==> config.mk <==
export PLATFORM = sky130hd
export DESIGN_NAME = ctc_greedy_decoder_with_spans_unit
export DESIGN_NICKNAME = d
export VERILOG_FILES = /design/src/sv/ctcgd_pkg.sv /design/src/sv/ctc_greedy_decoder_with_spans_unit.sv
export SDC_FILE = /design/constraint.sdc
export NUM_CORES = 1
export LEC_CHECK = 0
export BUFFER_PORTS_ARGS = -buffer_cell sky130_fd_sc_hd__buf_4
export CORE_UTILIZATION = 50
export CTS_BUF_LIST = sky130_fd_sc_hd__clkbuf_8
export DETAILED_ROUTE_END_ITERATION = 8
export HOLD_SLACK_MARGIN = 0.12
export PLACE_DENSITY = 0.7
export SETUP_SLACK_MARGIN = 0.4
export SLEW_MARGIN = 20
export SYNTH_ARGS = -nofsm -noshare
export SYNTH_HDL_FRONTEND = slang
export SYNTH_SLANG_ARGS = --single-unit
==> constraint.sdc <==
create_clock -name clk -period 9.4 [get_ports clk]
set_clock_uncertainty 0.05 [all_clocks]
set_input_delay 1.41 -clock clk [delete_from_list [all_inputs] [get_ports clk]]
set_output_delay 1.41 -clock clk [all_outputs]
set_load 0.02 [all_outputs]
==> src/sv/ctcgd_pkg.sv <==
`default_nettype none

package ctcgd_pkg;

  // Fixed result field widths
  localparam int unsigned CHAR_W = 13;
  localparam int unsigned SPAN_W = 11;

  // Largest span count that fits the span field
  localparam int unsigned SPAN_FIELD_MAX = 2047;

  // Result kind codes
  typedef enum logic {
    KIND_CHAR = 1'b0,
    KIND_SPAN = 1'b1
  } kind_t;

  // One queued result
  typedef struct packed {
    kind_t             kind;
    logic [CHAR_W-1:0] char_index;
    logic [SPAN_W-1:0] span_frames;
    logic              last;
  } result_t;

endpackage

`default_nettype wire

==> src/sv/ctc_greedy_decoder_with_spans_unit.sv <==
`default_nettype none

// Greedy CTC decoder with per-character frame spans. Class scores stream in one
// per transfer, row by row (one row per time frame); the unit keeps the running
// argmax of the row, lowest class winning ties, and at row end applies greedy
// CTC collapse (class 0 is blank, a repeat of the previous frame's winner is
// dropped). Each kept class yields a character result (kind 0); the frames
// between characters yield span results (kind 1), the first span covering the
// leading frames and the final one (last = 1) sent at sequence end. Span counts
// saturate at MAX_FRAMES (capped at 2047 by the field width). Scores beyond
// MAX_CLASSES in a row are ignored; sequence_end closes the frame even without
// row_end. Rate: one score per cycle while in_ready is high. Each transfer is
// resolved in the same cycle against the state registers and its zero to three
// results go into an eight-entry result queue that drains one result per cycle
// while out_ready is high; in_ready drops only while that queue has fewer than
// three free entries, when results arrive faster than the queue drains them.
module ctc_greedy_decoder_with_spans_unit #(
  parameter int unsigned MAX_CLASSES = 8192,
  parameter int unsigned MAX_FRAMES  = 1024,
  parameter int unsigned SCORE_BITS  = 16
) (
  input  wire                           clk,
  input  wire                           rst_n,
  input  wire                           in_valid,
  output logic                          in_ready,
  input  wire  signed [SCORE_BITS-1:0]  in_score,
  input  wire                           in_row_end,
  input  wire                           in_sequence_end,
  output logic                          out_valid,
  input  wire                           out_ready,
  output logic                          out_kind,
  output logic [ctcgd_pkg::CHAR_W-1:0]  out_char_index,
  output logic [ctcgd_pkg::SPAN_W-1:0]  out_span_frames,
  output logic                          out_last
);

  import ctcgd_pkg::*;

  localparam int unsigned CW        = (MAX_CLASSES > 2) ? $clog2(MAX_CLASSES) : 1;
  localparam int unsigned PW        = $clog2(MAX_CLASSES + 1);
  localparam int unsigned SPAN_LIM  = (MAX_FRAMES > SPAN_FIELD_MAX) ? SPAN_FIELD_MAX
                                                                    : MAX_FRAMES;
  localparam int unsigned QDEPTH    = 8;
  localparam int unsigned QAW       = $clog2(QDEPTH);
  localparam int unsigned QCW       = $clog2(QDEPTH + 1);

  // Row and sequence state
  logic signed [SCORE_BITS-1:0] best_score_r, best_score_nxt;
  logic [CW-1:0]                best_class_r, best_class_nxt;
  logic [PW-1:0]                pos_r, pos_nxt;
  logic [CW-1:0]                prev_r, prev_nxt;
  logic                         first_r, first_nxt;
  logic                         seen_r, seen_nxt;
  logic [SPAN_W-1:0]            span_r, span_nxt;

  // Result queue
  result_t                      queue_r [QDEPTH];
  logic [QAW-1:0]               wr_ptr_r, wr_ptr_nxt;
  logic [QAW-1:0]               rd_ptr_r, rd_ptr_nxt;
  logic [QCW-1:0]               count_r, count_nxt;

  logic                         accept;
  logic                         pop;
  logic                         pos_ok;
  logic                         take;
  logic signed [SCORE_BITS-1:0] row_score;
  logic [CW-1:0]                win;
  logic                         close_frame;
  logic                         keep;
  logic                         span_break;
  logic [SPAN_W-1:0]            span_closed;
  result_t                      res_span, res_char, res_final;
  result_t                      res [3];
  logic [1:0]                   n_res;

  assign in_ready = (count_r <= QCW'(QDEPTH - 3));
  assign accept   = in_valid && in_ready;
  assign pop      = out_valid && out_ready;

  // Running argmax over the row; the first score of a row always wins
  always_comb begin
    pos_ok         = (pos_r < PW'(MAX_CLASSES));
    take           = pos_ok && ((pos_r == '0) || (in_score > best_score_r));
    row_score      = take ? in_score : best_score_r;
    win            = take ? pos_r[CW-1:0] : best_class_r;
    close_frame    = in_row_end || in_sequence_end;
    keep           = (win != '0) && (first_r || (win != prev_r));
    span_break     = keep && seen_r;
    if (span_break) begin
      span_closed = SPAN_W'(1);
    end else if (span_r < SPAN_W'(SPAN_LIM)) begin
      span_closed = span_r + SPAN_W'(1);
    end else begin
      span_closed = span_r;
    end
  end

  // Next state of the decoder
  always_comb begin
    best_score_nxt = best_score_r;
    best_class_nxt = best_class_r;
    pos_nxt        = pos_r;
    prev_nxt       = prev_r;
    first_nxt      = first_r;
    seen_nxt       = seen_r;
    span_nxt       = span_r;
    if (accept) begin
      best_score_nxt = row_score;
      best_class_nxt = win;
      pos_nxt        = pos_ok ? pos_r + PW'(1) : pos_r;
      if (close_frame) begin
        // Start a fresh row
        best_score_nxt = {1'b1, {(SCORE_BITS-1){1'b0}}};
        best_class_nxt = '0;
        pos_nxt        = '0;
        prev_nxt       = win;
        first_nxt      = 1'b0;
        seen_nxt       = seen_r || keep;
        span_nxt       = span_closed;
      end
      if (in_sequence_end) begin
        prev_nxt  = '0;
        first_nxt = 1'b1;
        seen_nxt  = 1'b0;
        span_nxt  = '0;
      end
    end
  end

  // Build this transfer's results in delivery order
  always_comb begin
    res_span.kind         = KIND_SPAN;
    res_span.char_index   = '0;
    res_span.span_frames  = span_r;
    res_span.last         = 1'b0;

    res_char.kind         = KIND_CHAR;
    res_char.char_index   = CHAR_W'(win);
    res_char.span_frames  = '0;
    res_char.last         = 1'b0;

    res_final.kind        = KIND_SPAN;
    res_final.char_index  = '0;
    res_final.span_frames = span_closed;
    res_final.last        = 1'b1;

    // A span break always comes with a kept character
    if (span_break) begin
      res[0] = res_span;
      res[1] = res_char;
    end else if (keep) begin
      res[0] = res_char;
      res[1] = res_final;
    end else begin
      res[0] = res_final;
      res[1] = res_final;
    end
    res[2] = res_final;

    n_res = '0;
    if (accept && close_frame) begin
      n_res = (span_break ? 2'd2 : (keep ? 2'd1 : 2'd0)) + {1'b0, in_sequence_end};
    end
  end

  // Queue pointers
  always_comb begin
    wr_ptr_nxt = wr_ptr_r + QAW'(n_res);
    rd_ptr_nxt = pop ? rd_ptr_r + QAW'(1) : rd_ptr_r;
    count_nxt  = count_r + QCW'(n_res) - QCW'(pop);
  end

  always_ff @(posedge clk) begin
    if (!rst_n) begin
      best_score_r <= {1'b1, {(SCORE_BITS-1){1'b0}}};
      best_class_r <= '0;
      pos_r        <= '0;
      prev_r       <= '0;
      first_r      <= 1'b1;
      seen_r       <= 1'b0;
      span_r       <= '0;
      wr_ptr_r     <= '0;
      rd_ptr_r     <= '0;
      count_r      <= '0;
    end else begin
      best_score_r <= best_score_nxt;
      best_class_r <= best_class_nxt;
      pos_r        <= pos_nxt;
      prev_r       <= prev_nxt;
      first_r      <= first_nxt;
      seen_r       <= seen_nxt;
      span_r       <= span_nxt;
      wr_ptr_r     <= wr_ptr_nxt;
      rd_ptr_r     <= rd_ptr_nxt;
      count_r      <= count_nxt;
    end
  end

  // Queue storage: push up to three results at consecutive slots
  always_ff @(posedge clk) begin
    for (int k = 0; k < 3; k++) begin
      if (2'(k) < n_res) begin
        queue_r[wr_ptr_r + QAW'(k)] <= res[k];
      end
    end
  end

  // Head of the queue drives the result channel
  assign out_valid       = (count_r != '0);
  assign out_kind        = queue_r[rd_ptr_r].kind;
  assign out_char_index  = queue_r[rd_ptr_r].char_index;
  assign out_span_frames = queue_r[rd_ptr_r].span_frames;
  assign out_last        = queue_r[rd_ptr_r].last;

`ifndef SYNTH
  a_queue_bound: assert property (@(posedge clk) disable iff (!rst_n)
    count_r <= QCW'(QDEPTH))
    else $error("result queue overflow");

  a_seq_restart: assert property (@(posedge clk) disable iff (!rst_n)
    accept && in_sequence_end |=> first_r && !seen_r && (span_r == '0) && (pos_r == '0))
    else $error("sequence state not cleared after sequence end");

  a_span_sat: assert property (@(posedge clk) disable iff (!rst_n)
    span_r <= SPAN_W'(SPAN_LIM))
    else $error("span count above saturation limit");

  a_seen_after_frame: assert property (@(posedge clk) disable iff (!rst_n)
    seen_r |-> !first_r)
    else $error("character seen before any frame closed");
`endif

endmodule

`default_nettype wire

==> qor.yml, run 1 <==
run_status:
  outcome: "complete, no violations"
job:
  max_cap_viol_count: 0
layout:
  final_cell_mix: "dfxtp_1, nand2_1, edfxtp_1"
  multi_input_comb_area_um2: 7960
  nets: 1587
  mostFrequentLayoutCell: "dfxtp_1"
  layout-area-overhead-vs-synth_pct: 10.7
  regArea_um2: 6690
  layout-drive-gt1-share: 0.176
  insertedDiodeCount: 0
  final.fill_count: 2591
synth:
  postSynthCellCount: 1509
  synth_area_um2: 15300
  synth-async-reset-ratio: 0
  postSynthRegisterBits: 290
  synth_largest_type_area_fraction: 0.265
  yosysUniqueCellTypes: 94
  synth.yosys.seq_area_share: 0.438
  synth_area_leaders: "dfxtp_1, edfxtp_1, mux4_2"
  synth_ff_type: "dfxtp_1"
  yosys_warnings: 0
  number_of_nets_produced_by_synthesis: 1563
  syn-mean-instance-area_um2: 10.1
  synth_enable_flop_cells: 88
  synth_area_leader_cell: "dfxtp_1"
detailed_routing:
  first_iter_violations: 1535
  drt_drc_violations_left: 0
  final_wirelength_mm: 45.6
  drt-pass1-iter-count: 6
  antenna_violating_nets_post_route: 0
  via_count: 12897
  post_drt_via_cell_ratio: 6.58
  wire_per_inst_um: 23.3
setup_path:
  regToRegStartpoint: "best_score_r[15]$_SDFFE_PN1P_"
  path_class: "in -> reg"
  worst_ep_required_time_ps: 9530
  timing.critical_path.from_type: "input port"
  ff_to_ff_end: "queue_r[3][6]$_DFFE_PP_"
  crit_slowest_cell: "a21boi_2"
  critical-path-max-stage-delay_ps: 750
  worst-r2r-cell-count: 20
  worst_setup_path_end_kind: "register"
  timing.reg2reg.setup_slack_ps: 2430
  timing.critical_path.arrival_ps: 7700
  beginning_of_the_critical_path: "in_score[15]"
  largest_fanout_of_any_net_on_the_critical_path: 35
  worstPathCellList: "buf_4 -> ha_1 -> nand4_2 -> or4_1 -> nand2_1 -> a31o_2 -> a41o_1 -> o2111ai_1 -> nor4_2 -> a21boi_2 -> nand2_1 -> inv_1 -> ha_1 -> buf_4 -> nand3_1 -> nor4_1 -> a21oi_2 -> nand2_4 -> a21boi_2 -> inv_1"
  worstSetupEndpoint: "queue_r[3][6]$_DFFE_PP_"
clock_network:
  clock_latency_ps: 570
  cts_tree: "done"
  cts_inserted_buffers: 48
  cts.hold.buffers_added: 0
  clock_tree.root_cell: "clkbuf_8"
  clock-sinks: 290
  postCtsSetupRepairBufs: 0
  max_clock_buf_depth: 3
  clock_tree.htree_level_count: 2
  cts.repair.resized: 0
  clk_pin_slew_worst_paths_ps: 60
placement:
  numPortBuffers: 49
  hpwlAfterDp_mm: 31.4
  final_estimated_routing_congestion_in_global_placement: 0.936
  dp_worst_setup_slack_ps: 1410
floorplanning:
  dieHeight_um: 177
  placementRows: 63
  number_of_i_o_pins: 50
  die_width_um: 177
  floorplan.initialDensity: 0.511
  floorplan.core_area_um2: 29900
  design.die.area_um2: 31300
power_and_ir_drop:
  p_per_area_nw_per_um2: 212
  p_switching_w: 0.00122
  power_frac_seq: 0.394
  static-leakage-power_nw: 6.14
  switching_share: 0.341
  clock_network_fraction_of_total_power: 0.319
  ir_worst_vdd_v: 0.000129
  power.share.combinational: 0.287
  p_int_w: 0.00236
grt:
  grt.total_usage: 0.294
  global_route_total_overflow: 0
  first_pass_grt_wire_length_mm: 70.4
  antenna_found_initial: 2
  vias_in_the_first_global_route: 12128
  grt_max_degree: 53
sta:
  fmaxAchievable_mhz: 132
  relSlewSlack: 0.244
  maxSlewViolCount: 0
  final_hold_vio_count: 0
  worst_slack_ps: 1830
  timing.setup.tns_ps: 0
  final_report_setup_violation_count: 0
  layout_worst_path_cycle_share: 0.805
  worst-slew-pin-transition_ps: 1130
  post-route-min-period_ps: 7570
  setup_repair_after_global_routing_missed_its_margin: "no"
worst_hold_path:
  worstHoldPathType: "reg -> reg"
[critical path: cells and delay by family]
kind	cells	cell delay, ps
AOI/OAI and AO/OA	6	2530
and+or+nand+nor	8	2200
buffers and inverters	4	1030
adders and majority gates	2	510
[metrics by stage]
| stage | power (W) | utilization | instance area, um2 | cells | hold slack (ps) |
|---|---|---|---|---|---|
| global route | 0.00374 | 0.566 | 16900 | 1960 | 427 |
| finish | 0.00358 | 0.566 | 16900 | 1960 | 403 |
| detailed placement | 0.00245 | 0.533 | 15900 | 1873 | 395 |
| floorplan | 0.00213 | - | 15300 | 1509 | 371 |
| global placement | 0.00243 | 0.532 | 15900 | 1873 | 382 |
| CTS | 0.00358 | 0.566 | 16900 | 1960 | 405 |
[sequential cells by signal, summed over array words and instances, names as in the netlist, named ones only]
signal        cells
pos_r            14
best_score_r     16
wr_ptr_r          3
best_class_r     13
first_r           1
queue_r         208
span_r           11
count_r           4
rd_ptr_r          3
prev_r           13
seen_r            1
[per-layer routing]
metal	global-route usage	part of all wire
met5	0	0.00031
met3	0.0720	0.11
met1	0.420	0.43
met2	0.443	0.44
met4	0.0779	0.020
[worst min-delay path by stage]
| stage | start | to | slack [ps] | cells past startpoint |
|---|---|---|---|---|
| finish | queue_r[4][25]$_SDFFE_PP1P_ | queue_r[4][25]$_SDFFE_PP1P_ | 400 | 2 |
| global route | queue_r[5][13]$_SDFFE_PP0P_ | queue_r[5][13]$_SDFFE_PP0P_ | 430 | 1 |
| CTS | queue_r[4][25]$_SDFFE_PP1P_ | queue_r[4][25]$_SDFFE_PP1P_ | 400 | 2 |
| detailed placement | queue_r[4][25]$_SDFFE_PP1P_ | queue_r[4][25]$_SDFFE_PP1P_ | 400 | 2 |
| global placement | queue_r[4][25]$_SDFFE_PP1P_ | queue_r[4][25]$_SDFFE_PP1P_ | 380 | 2 |
| floorplan | queue_r[7][0]$_SDFFE_PP1P_ | queue_r[7][0]$_SDFFE_PP1P_ | 370 | 1 |
[final cells by class]
type / instances / area share
flip-flops and latches: 290 / 0.395
repair buffers: 80 / 0.0355
clock inverters: 28 / 0.0111
multi-input cells: 1066 / 0.471
well taps: 390 / 0.0288
inverters: 47 / 0.0104
clock buffers: 59 / 0.0480
[Yosys cell counts, drive strengths merged, types with 7 or more instances]
| cell | count |
|---|---|
| nand3 | 36 |
| a21boi | 9 |
| nand4 | 11 |
| and3 | 15 |
| o21ai | 89 |
| a22oi | 32 |
| nor3 | 45 |
| a22o | 29 |
| nand2b | 12 |
| inv | 46 |
| a31oi | 14 |
| mux4 | 52 |
| nor4 | 14 |
| clkbuf | 70 |
| edfxtp | 88 |
| a32o | 17 |
| a211oi | 22 |
| o211ai | 10 |
| a21oi | 77 |
| xnor2 | 13 |
| and2 | 26 |
| nand2 | 132 |
| nor2 | 76 |
| a21o | 14 |
| mux2 | 36 |
| buf | 36 |
| o2bb2ai | 37 |
| dfxtp | 202 |
| o22ai | 44 |
| mux2i | 26 |
| ha | 30 |
| nor2b | 40 |
| o21a | 7 |
| xor2 | 15 |
[kinds of logic after synthesis]
logic type / after synthesis / share of synthesized area
buffers and inverters: 153 / 0.0423
multiplexers: 114 / 0.120
XOR/XNOR: 28 / 0.0161
flip-flops: 290 / 0.438
AO/OA/AOI/OAI: 455 / 0.213
adder cells (fa/ha/maj): 32 / 0.0272
AND/OR/NAND/NOR: 437 / 0.144
[power by group through the flow]
stage | Combinational, W | Sequential, W | Clock (W)
global placement | 0.000999 | 0.00143 | 0
detailed placement | 0.00101 | 0.00144 | 0
finish | 0.00103 | 0.00141 | 0.00114
CTS | 0.00102 | 0.00141 | 0.00115
floorplan | 0.000726 | 0.00141 | 0
global route | 0.00111 | 0.00142 | 0.00121
Note: power is estimated with default switching activity, not from simulation.
==> run 2, diff against run 1 <==
- PLACE_DENSITY: 0.7 -> 0.73
- clock period: 9.4 -> 6.4 ns (I/O delays scaled with it)
==> qor.yml, run 2 (synthesis results as in run 1) <==
layout:
  multi_input_comb_area_um2: 8030
  final_cell_mix: "dfxtp_1, nand2_1, buf_4"
  nets: 1628
  flip_flop_count_of_the_largest_register_all_copies_and_words_added: 208
  finalCoreUtilization: 0.577
  layout-area-overhead-vs-synth_pct: 12.9
  instances_no_fill: 2000
  final.fill_count: 2571
  reg_top3: "queue_r (208), best_score_r (16), pos_r (14)"
  insertedDiodeCount: 0
  regArea_um2: 6690
  mostFrequentLayoutCell: "dfxtp_1"
  layout-drive-gt1-share: 0.202
  post-route-cell-area_um2: 17200
  largest_register: "queue_r"
grt:
  global_route_total_overflow: 0
  first_pass_grt_wire_length_mm: 71.2
  grt_max_degree: 53
  grt.total_usage: 0.294
  vias_in_the_first_global_route: 12477
  antenna_found_initial: 0
floorplanning:
  dieHeight_um: 177
  placementRows: 63
  floorplan.core_area_um2: 29900
  design.die.area_um2: 31300
  floorplan.initialDensity: 0.511
  die_width_um: 177
  number_of_i_o_pins: 50
setup_path:
  worstPathCellList: "buf_4 -> ha_1 -> nand4_2 -> a2111o_1 -> a31o_2 -> buf_4 -> a311oi_2 -> o2111ai_2 -> nor4_4 -> a21boi_4 -> nand2_1 -> inv_1 -> ha_1 -> clkinv_2 -> buf_4 -> and3_4 -> a21boi_1 -> nor2_2 -> buf_4 -> o21ai_0 -> o22ai_1"
  critical-path-max-stage-delay_ps: 720
  worst-r2r-cell-count: 21
  crit_slowest_cell: "o21ai_0"
  regToRegStartpoint: "best_score_r[15]$_SDFFE_PN1P_"
  beginning_of_the_critical_path: "in_score[15]"
  critical_path_most_common_cell: "buf_4"
  path_class: "in -> reg"
  ff_to_ff_end: "queue_r[4][5]$_DFFE_PP_"
  timing.critical_path.arrival_ps: 6000
  worst_setup_path_end_kind: "register"
  worst_ep_required_time_ps: 6640
  timing.critical_path.from_type: "input port"
  largest_fanout_of_any_net_on_the_critical_path: 19
  timing.reg2reg.setup_slack_ps: 790
  worstSetupEndpoint: "queue_r[4][5]$_DFFE_PP_"
power_and_ir_drop:
  p_int_w: 0.00346
  p_per_area_nw_per_um2: 306
  static-leakage-power_nw: 6.35
  power_frac_seq: 0.397
  clock_network_fraction_of_total_power: 0.307
  ir_worst_vdd_v: 0.000152
  switching_share: 0.344
  p_switching_w: 0.00181
  power.share.combinational: 0.297
clock_network:
  clock_latency_ps: 570
  max_clock_buf_depth: 3
  clk_pin_slew_worst_paths_ps: 60
  cts_tree: "done"
  clock-sinks: 290
  cts_inserted_buffers: 49
  clock_tree.htree_level_count: 2
  clock_tree.root_cell: "clkbuf_8"
  cts.hold.buffers_added: 0
sta:
  layout_worst_path_cycle_share: 0.900
  maxSlewViolCount: 0
  worst-slew-pin-transition_ps: 1130
  final_report_setup_violation_count: 0
  relSlewSlack: 0.238
  final_hold_vio_count: 0
  setup_repair_after_global_routing_missed_its_margin: "yes"
  post-route-min-period_ps: 5760
  worst_slack_ps: 641
  fmaxAchievable_mhz: 174
  timing.setup.tns_ps: 0
worst_hold_path:
  worstHoldPathType: "reg -> reg"
job:
  max_cap_viol_count: 0
detailed_routing:
  first_iter_violations: 1632
  met2RoutedLength_mm: 19.8
  post_drt_via_cell_ratio: 6.47
  routed_metal_1_wire_length_mm: 19.7
  antenna_violating_nets_post_route: 0
  drt_drc_violations_left: 0
  drt-pass1-iter-count: 6
  wire_per_inst_um: 22.8
  detailroute.wirelength.met3_mm: 5.04
  final_wirelength_mm: 45.6
  via_count: 12939
  dr.max_layer_used: "met4"
placement:
  dp_worst_setup_slack_ps: -1.76
  numPortBuffers: 49
  place_area_um2: 16300
  number_of_cells_in_the_design_after_placement: 1913
  final_estimated_routing_congestion_in_global_placement: 1.01
  hpwlAfterDp_mm: 31.7
run_status:
  outcome: "complete, no violations"
[run 2: changes by cell type in the layout (fill, tap and decap cells not counted), moves of 2 or more]
cell,previous run,this run
buf_4,80,120
bufinv_16,2,0
clkinv_1,8,5
clkinv_2,4,8
[run 2: area by class of cell]
type,count,area share
clock buffer,60,0.0479
clock inverter,27,0.00733
inverter,47,0.0103
multi-input combinational,1066,0.466
sequential,290,0.388
tap,390,0.0283
timing repair buffer,120,0.0522
[run 2: through the flow]
| stage | hold slack (ps) | total power [W] |
|---|---|---|
| global placement | 382 | 0.00364 |
| CTS | 396 | 0.00527 |
| detailed placement | 387 | 0.00366 |
| global route | 429 | 0.00549 |
| finish | 393 | 0.00527 |
| floorplan | 371 | 0.00315 |
[run 2: how the worst min path moves through the flow]
stage / from / endpoint / depth (start not counted)
floorplan: queue_r[7][0]$_SDFFE_PP1P_ / queue_r[7][0]$_SDFFE_PP1P_ / 1
global placement: queue_r[4][25]$_SDFFE_PP1P_ / queue_r[4][25]$_SDFFE_PP1P_ / 2
detailed placement: queue_r[4][25]$_SDFFE_PP1P_ / queue_r[4][25]$_SDFFE_PP1P_ / 2
CTS: queue_r[4][25]$_SDFFE_PP1P_ / queue_r[4][25]$_SDFFE_PP1P_ / 2
global route: queue_r[2][19]$_SDFFE_PP0P_ / queue_r[2][19]$_SDFFE_PP0P_ / 1
finish: queue_r[4][25]$_SDFFE_PP1P_ / queue_r[4][25]$_SDFFE_PP1P_ / 2
[run 2: critical path: cells and delay by family]
family	cells	cell delay (ps)
compound gates	8	2620
fa+ha+maj	2	580
buf+inv	6	860
simple gates	5	930
[run 2: repair_timing]
item / 4_1_cts / 5_1_grt
setup endpoints to repair: 0 / 13
gates resized for setup: 0 / 2
setup buffers: 0 / 0
[run 2: metal layers]
layer | vias up | GRT usage
li1 | 5865 | -
met1 | 6270 | 0.423
met2 | 709 | 0.440
met3 | 95 | 0.0677
met4 | 0 | 0.0844
met5 | - | 0
[run 2: power groups by stage]
stage / Sequential [W] / Combinational (W) / Clock, W
2_1_floorplan: 0.00207 / 0.00108 / 0
3_3_place_gp: 0.00213 / 0.00151 / 0
3_5_place_dp: 0.00213 / 0.00153 / 0
4_1_cts: 0.00209 / 0.00154 / 0.00164
5_1_grt: 0.00210 / 0.00167 / 0.00172
6_report: 0.00209 / 0.00156 / 0.00162
